### config.mk
export PLATFORM = sky130hd
export DESIGN_NAME = matrix4_multiply
export DESIGN_NICKNAME = d
export VERILOG_FILES = /design/src/mm4_pkg.sv /design/src/matrix4_multiply.sv /design/src/mm4_mac.sv
export SDC_FILE = /design/constraint.sdc
export NUM_CORES = 2
export LEC_CHECK = 0
export BUFFER_PORTS_ARGS = -buffer_cell sky130_fd_sc_hd__buf_4
export CORE_MARGIN = 1.5
export CORE_UTILIZATION = 56
export CTS_CLUSTER_SIZE = 40
export DETAILED_ROUTE_END_ITERATION = 8
export GPL_ROUTABILITY_DRIVEN = 0
export PLACE_DENSITY = 0.72
export REMOVE_ABC_BUFFERS = 1
export SLEW_MARGIN = 10
export SYNTH_ARGS = -nofsm -noshare
export SYNTH_HDL_FRONTEND = slang
export SYNTH_HIERARCHICAL = 1
export SYNTH_SLANG_ARGS = --single-unit
### constraint.sdc
create_clock -name clk_i -period 22.6 [get_ports clk_i]
set_input_delay 5.65 -clock clk_i [delete_from_list [all_inputs] [get_ports clk_i]]
set_output_delay 5.65 -clock clk_i [all_outputs]
set_load 0.02 [all_outputs]
### src/mm4_pkg.sv
// shared types and constants for the 4x4 fixed-point matrix multiplier
package mm4_pkg;

  localparam int unsigned DIM          = 4;
  localparam int unsigned ELEMENT_BITS = 32;
  localparam int unsigned CELLS        = DIM * DIM;
  localparam int unsigned DIM_W        = $clog2(DIM);
  localparam int unsigned CELL_W       = $clog2(CELLS);
  localparam int unsigned PROD_W       = 2 * ELEMENT_BITS;
  localparam int unsigned ACC_W        = PROD_W + DIM_W;
  localparam int unsigned FRAC_W       = 5;
  localparam int unsigned INDEX_W      = 4;
  localparam int unsigned ADDR_W       = 3;
  localparam int unsigned DATA_W       = 32;

  // register index taken from paddr[ADDR_W-1:2]
  localparam logic [ADDR_W-3:0] REG_FRACTION_BITS = '0;
  localparam logic [FRAC_W-1:0] FRACTION_RESET    = 5'd16;

  typedef struct packed {
    logic signed [31:0] left_element;
    logic signed [31:0] right_element;
  } mm4_in_t;

  typedef struct packed {
    logic signed [31:0]  product_element;
    logic [INDEX_W-1:0]  element_index;
    logic                last_element;
    logic                saturated;
  } mm4_out_t;

  // control flags for one operand pair of the multiply-accumulate unit
  typedef struct packed {
    logic valid;
    logic first;
    logic last;
  } mm4_mac_ctrl_t;

endpackage

### src/matrix4_multiply.sv
// top level of the 4x4 signed fixed-point matrix multiplier
//
// input channel: sixteen requests, each carrying the elements of A and B at
// the same column-major index. a request is taken when in_valid_i is high and
// in_stall_o is low, one per cycle while loading.
// after the sixteenth request the block stalls its input and works out the
// sixteen elements of A*B in column-major order on one shared 32x32
// multiply-accumulate unit: four products per element, then an arithmetic
// shift by fraction_bits and saturation to 32 bits.
// each element takes 4 operand reads, then the registered product and the
// accumulator drain through the multiply-accumulate unit, then the result
// is registered in the output register. the next element starts only once
// the current result is taken.
// output channel: a result is held in the output register until it is taken
// (out_valid_o high and out_stall_i low); while stalled
// the block waits and the result does not change. last_element marks the
// final element, after which loading starts again.
// reset clears the load count, the sequencer and fraction_bits (to 16).
// fraction_bits sits at byte address 0 of the APB port, pready always high.
module matrix4_multiply import mm4_pkg::*; (
  input  logic              clk_i,
  input  logic              rst_ni,
  input  logic              in_valid_i,
  output logic              in_stall_o,
  input  mm4_in_t           in_data_i,
  output logic              out_valid_o,
  input  logic              out_stall_i,
  output mm4_out_t          out_data_o,
  input  logic              psel,
  input  logic              penable,
  input  logic              pwrite,
  input  logic [ADDR_W-1:0] paddr,
  input  logic [DATA_W-1:0] pwdata,
  output logic [DATA_W-1:0] prdata,
  output logic              pready
);

  typedef enum logic [3:0] {
    ST_LOAD  = 4'b0001,
    ST_ISSUE = 4'b0010,
    ST_DRAIN = 4'b0100,
    ST_OUT   = 4'b1000
  } mm4_state_e;

  mm4_state_e state_q, state_d;

  logic [FRAC_W-1:0] frac_q;
  logic              cfg_write;
  logic              cfg_hit;

  logic [CELL_W-1:0] load_cnt_q;
  logic [CELL_W-1:0] cell_q;
  logic [DIM_W-1:0]  k_q;
  logic              in_accept;
  logic              out_accept;

  logic signed [ELEMENT_BITS-1:0] left_mem  [CELLS];
  logic signed [ELEMENT_BITS-1:0] right_mem [CELLS];
  logic signed [ELEMENT_BITS-1:0] rd_a_q, rd_b_q;
  mm4_mac_ctrl_t                  rd_ctrl_q, rd_ctrl_d;

  logic [DIM_W-1:0]  cur_row, cur_col;
  logic [CELL_W-1:0] left_addr, right_addr;

  logic signed [ACC_W-1:0] acc;
  logic                    acc_last;
  logic signed [ACC_W-1:0] shifted;
  logic [ACC_W-ELEMENT_BITS:0] upper;
  logic                    sat;
  logic signed [ELEMENT_BITS-1:0] elem;

  logic     out_valid_q;
  mm4_out_t out_q;

  // configuration port
  assign pready    = 1'b1;
  assign cfg_hit   = (paddr[ADDR_W-1:2] == REG_FRACTION_BITS);
  assign cfg_write = psel & penable & pwrite & cfg_hit;
  assign prdata    = cfg_hit ? {{(DATA_W - FRAC_W){1'b0}}, frac_q} : '0;

  always_ff @(posedge clk_i or negedge rst_ni) begin
    if (!rst_ni) begin
      frac_q <= FRACTION_RESET;
    end else if (cfg_write) begin
      frac_q <= pwdata[FRAC_W-1:0];
    end
  end

  assign in_stall_o  = (state_q != ST_LOAD);
  assign in_accept   = in_valid_i & ~in_stall_o;
  assign out_accept  = out_valid_q & ~out_stall_i;

  assign cur_row    = cell_q[DIM_W-1:0];
  assign cur_col    = cell_q[CELL_W-1:DIM_W];
  assign left_addr  = {k_q, cur_row};
  assign right_addr = {cur_col, k_q};

  // operand stores
  always_ff @(posedge clk_i) begin
    if (in_accept) begin
      left_mem[load_cnt_q]  <= in_data_i.left_element;
      right_mem[load_cnt_q] <= in_data_i.right_element;
    end
    rd_a_q <= left_mem[left_addr];
    rd_b_q <= right_mem[right_addr];
  end

  // sequencer
  always_comb begin
    state_d = state_q;
    unique case (state_q)
      ST_LOAD: begin
        if (in_accept && load_cnt_q == CELL_W'(CELLS - 1)) begin
          state_d = ST_ISSUE;
        end
      end
      ST_ISSUE: begin
        if (k_q == DIM_W'(DIM - 1)) begin
          state_d = ST_DRAIN;
        end
      end
      ST_DRAIN: begin
        if (acc_last) begin
          state_d = ST_OUT;
        end
      end
      ST_OUT: begin
        if (out_accept) begin
          state_d = (cell_q == CELL_W'(CELLS - 1)) ? ST_LOAD : ST_ISSUE;
        end
      end
      default: state_d = ST_LOAD;
    endcase
  end

  always_comb begin
    rd_ctrl_d = '0;
    if (state_q == ST_ISSUE) begin
      rd_ctrl_d.valid = 1'b1;
      rd_ctrl_d.first = (k_q == '0);
      rd_ctrl_d.last  = (k_q == DIM_W'(DIM - 1));
    end
  end

  always_ff @(posedge clk_i or negedge rst_ni) begin
    if (!rst_ni) begin
      state_q     <= ST_LOAD;
      load_cnt_q  <= '0;
      cell_q      <= '0;
      k_q         <= '0;
      rd_ctrl_q   <= '0;
      out_valid_q <= 1'b0;
    end else begin
      state_q   <= state_d;
      rd_ctrl_q <= rd_ctrl_d;
      if (in_accept) begin
        load_cnt_q <= load_cnt_q + CELL_W'(1);
      end
      if (state_q == ST_ISSUE) begin
        k_q <= k_q + DIM_W'(1);
      end
      if (state_q == ST_DRAIN && acc_last) begin
        out_valid_q <= 1'b1;
      end
      if (out_accept) begin
        out_valid_q <= 1'b0;
        cell_q      <= cell_q + CELL_W'(1);
      end
    end
  end

  mm4_mac u_mac (
    .clk_i      (clk_i),
    .rst_ni     (rst_ni),
    .ctrl_i     (rd_ctrl_q),
    .a_i        (rd_a_q),
    .b_i        (rd_b_q),
    .acc_o      (acc),
    .acc_last_o (acc_last)
  );

  // scale down and clip to the element range
  always_comb begin
    shifted = acc >>> frac_q;
    upper   = shifted[ACC_W-1:ELEMENT_BITS-1];
    sat     = ~((&upper) | ~(|upper));
    if (sat) begin
      elem = shifted[ACC_W-1] ? {1'b1, {(ELEMENT_BITS - 1){1'b0}}}
                              : {1'b0, {(ELEMENT_BITS - 1){1'b1}}};
    end else begin
      elem = shifted[ELEMENT_BITS-1:0];
    end
  end

  always_ff @(posedge clk_i) begin
    if (state_q == ST_DRAIN && acc_last) begin
      out_q.product_element <= elem;
      out_q.element_index   <= INDEX_W'(cell_q);
      out_q.last_element    <= (cell_q == CELL_W'(CELLS - 1));
      out_q.saturated       <= sat;
    end
  end

  assign out_valid_o = out_valid_q;
  assign out_data_o  = out_q;

endmodule

### src/mm4_mac.sv
// shared multiply-accumulate unit: one registered product, one accumulate per cycle
module mm4_mac import mm4_pkg::*; (
  input  logic                           clk_i,
  input  logic                           rst_ni,
  input  mm4_mac_ctrl_t                  ctrl_i,
  input  logic signed [ELEMENT_BITS-1:0] a_i,
  input  logic signed [ELEMENT_BITS-1:0] b_i,
  output logic signed [ACC_W-1:0]        acc_o,
  output logic                           acc_last_o
);

  logic signed [PROD_W-1:0] prod_q;
  mm4_mac_ctrl_t            prod_ctrl_q;
  logic signed [ACC_W-1:0]  acc_q, acc_d;
  logic signed [ACC_W-1:0]  prod_ext;
  logic                     acc_last_q;

  assign prod_ext = {{(ACC_W - PROD_W){prod_q[PROD_W-1]}}, prod_q};

  always_comb begin
    acc_d = acc_q;
    if (prod_ctrl_q.valid) begin
      if (prod_ctrl_q.first) begin
        acc_d = prod_ext;
      end else begin
        acc_d = acc_q + prod_ext;
      end
    end
  end

  always_ff @(posedge clk_i or negedge rst_ni) begin
    if (!rst_ni) begin
      prod_ctrl_q <= '0;
      acc_last_q  <= 1'b0;
    end else begin
      prod_ctrl_q <= ctrl_i;
      acc_last_q  <= prod_ctrl_q.valid & prod_ctrl_q.last;
    end
  end

  always_ff @(posedge clk_i) begin
    if (ctrl_i.valid) begin
      prod_q <= a_i * b_i;
    end
    acc_q <= acc_d;
  end

  assign acc_o      = acc_q;
  assign acc_last_o = acc_last_q;

endmodule

==> out/results.txt <==
Via density: 5.93
crit share post-route: 51.7%
Top Ports: 179
max_slew headroom: 27.6%
drt pass-1 iters: 6
clk_skew: 0.0646 ns
Tmin final: 11.68 ns
async set or reset register ratio after synthesis: 2.10%
Detail Route Antenna Nets: 0
CP Capture Type: output port
critical path class: input pin to output port
setup violators final: 0
Layout Nets: 8382
Post-synth EDFFs: 1192
Global Route Usage Sum: 26.5%
post-synthesis cell area: 0.0915 mm^2
critical path's slowest cell: buf_4
Synth Area in Compound Gates: 4.41%
Slew Limit Fails: 0
DRT iter0 DRCs: 5042
startpoint types: input pin
clock root cell: clkbuf_16
post-synthesis mux area share: 10.7%
Most used DFF post-synth: edfxtp_1
xor/xnor share of the synthesized area: 1.24%
Syn Area/Cell: 13.1 um^2
area of the multi-input gates: 0.0482 mm^2
share of cells above drive strength 1: 12.8%
Worst-path clk slew: 0.06 ns
Syn. warnings: 6
FF/Latch Area: 0.0378 mm^2
clock buffer depth: 3
clock sink count: 1283
Max Cap Viol: 0
Synth Area in Adders: 27.2%
Yosys cell types: 102
worst min path class: register to register
Buffers on Ports: 121
Rows: 148
DRC violations left: 0
largest family of logic cells by synthesized area: adder cells
clock latency on the worst-skew pair: 0.82 ns
vias: 54700
fmax: 0.0856 GHz
Most Frequent Cell on Critical Path: buf_4
slowest stage delay, CP: 0.15 ns
Initial Utilization: 56.3%
mean routed wirelength per cell: 23.3 um
Die W: 407 um
DP HPWL: 140 mm
Critical Path RT: 16.95 ns
outcome: finished, final reports clean
Die Ht: 407 um
post-CTS setup buffer count: 0
Layout area overhead: 8.00%
Core Region: 0.162 mm^2
post-CTS sizing: 0
global-route wire length before repair: 338 mm
CTS tree: done
Post-CTS Hold Fix Bufs: 0
WHS: 0.346 ns
die area: 0.166 mm^2
Synth Area in Simple Gates: 8.84%
H-tree depth: 4
initial antenna violation count: 8
Final Hold Violating Endpoints: 0
post-synthesis register bit count: 1283
Critical Path AT: 6.03 ns
largest net degree at the start of global routing: 93
sequential area share after synthesis: 41.3%
RSZ-0062 raised after global routing: false
critical-path maximum fanout: 6
crit path cell chain: buf_4 -> nor2b_1 -> buf_4
GRT overflow: 0
measured slew at the worst slew-check pin: 1.09 ns
setup_tns: 0 ns
post-synthesis cell count: 6971
fill count: 12200
TritonCTS Buffers: 133
vias in the first global route: 58700
final wirelength: 215 mm
-- Yosys cell counts, types with 6 or more instances --
library cell	n	area share, %
buf_2	14	0.077
buf_4	31	0.25
a21o_1	83	0.68
xnor2_1	77	0.74
or3_1	6	0.041
dfxtp_1	64	1.4
nor4b_1	7	0.067
nand2_1	738	3.0
xor2_1	53	0.51
nor2_1	120	0.49
ha_1	256	3.5
buf_1	48	0.20
nand2b_1	37	0.25
o21ai_0	160	0.88
a311oi_1	7	0.067
nand4_1	27	0.18
and2_1	537	3.7
o21ai_1	8	0.044
nand3_1	37	0.20
nor2b_1	21	0.14
buf_6	7	0.086
nor4_1	17	0.12
a31o_2	6	0.057
o21bai_1	15	0.12
a31oi_1	34	0.23
clkbuf_1	310	1.3
and3_1	24	0.16
edfxtp_1	1192	39
mux2_2	28	0.34
o31ai_1	13	0.11
a211oi_1	29	0.24
mux4_1	18	0.52
mux2i_1	55	0.60
mux4_2	376	9.3
inv_1	1059	4.3
dfrtp_1	25	0.68
a21oi_1	167	0.91
fa_1	1083	24
o211ai_1	15	0.12
and4_1	7	0.067
nor3_1	31	0.17
nor3b_1	6	0.049
o21a_1	19	0.16
-- cell families after synthesis --
kind of cell | Yosys count
DFF | 1283
other | 2
AOI/OAI and AO/OA | 629
adders and majority gates | 1339
and+or+nand+nor | 1634
muxes | 479
xor gates and xnor gates | 130
buffers and inverters | 1475
-- layout make-up --
type / instances / area share, %
well taps: 2175 / 2.75
clock buffers: 168 / 3.57
multi-input cells: 4239 / 48.7
repair buffers: 217 / 1.66
clock inverters: 74 / 0.936
diodes: 7 / 0.0177
flip-flops and latches: 1283 / 38.3
inverters: 1063 / 4.04
-- cells in the final DEF (no fill, tap or decap), drive strengths merged, types with 53 or more instances in the layout --
cell type / n
and2: 537
mux2i: 55
ha: 256
a21o: 83
xor2: 53
clkbuf: 168
nor2: 120
o21ai: 171
xnor2: 77
inv: 1068
buf: 217
dfxtp: 64
mux4: 394
nand2: 738
edfxtp: 1192
a21oi: 169
fa: 1083
-- per-stage QoR --
stage          util (%)  worst slack [ns]  cells  cell area [um^2]
2_1_floorplan         -             10.14   6585             89800
3_3_place_gp       58.1             10.92   8977             94300
3_5_place_dp       58.1             10.91   8977             94300
4_1_cts            60.8             10.91   9219             98800
5_1_grt            60.8             10.85   9224             98800
6_report           60.8             10.92   9226             98800
-- worst max-delay path: cells and delay by family --
kind | cells | cell delay (ns)
buf+inv | 2 | 0.29
simple gates | 1 | 0.10
-- worst paths after layout --
check	start	end	slack [ns]	cells past startpoint
worst min register to register	rd_ctrl_q[0]$_DFF_PN0_	u_mac/prod_ctrl_q[0]$_DFF_PN0_	0.35	0
worst max-delay path	paddr[2]	prdata[1]	10.92	3
min in group asynchronous	rst_ni	frac_q[1]$_DFFE_PN0P_	4.80	1
max in group asynchronous	rst_ni	cell_q[1]$_DFFE_PN0P_	17.45	1
worst max register to register	rd_b_q[5]$_DFF_P_	u_mac/prod_q[60]$_DFFE_PP_	13.27	27
worst min-delay path	rd_ctrl_q[0]$_DFF_PN0_	u_mac/prod_ctrl_q[0]$_DFF_PN0_	0.35	0
-- registers in the layout (all words and copies together) (netlist names), 5 cells and up --
name / count
right_mem: 512
rd_a_q: 32
u_mac/acc_o: 66
frac_q: 5
u_mac/prod_q: 64
out_data_o: 38
left_mem: 512
rd_b_q: 32
-- per-layer routing --
metal  up-vias  GRT usage [%]  share of wire (%)
met5         -              0             0.0056
met2      2384           44.1                 50
met1     28500           35.8                 40
li1      23400              -                  -
met4         2           8.58                2.7
met3       404           4.30                7.6
Power is left out: the tool's default activity adds up to more than one toggle a clock period on the data nets, which glitch-free logic cannot reach.
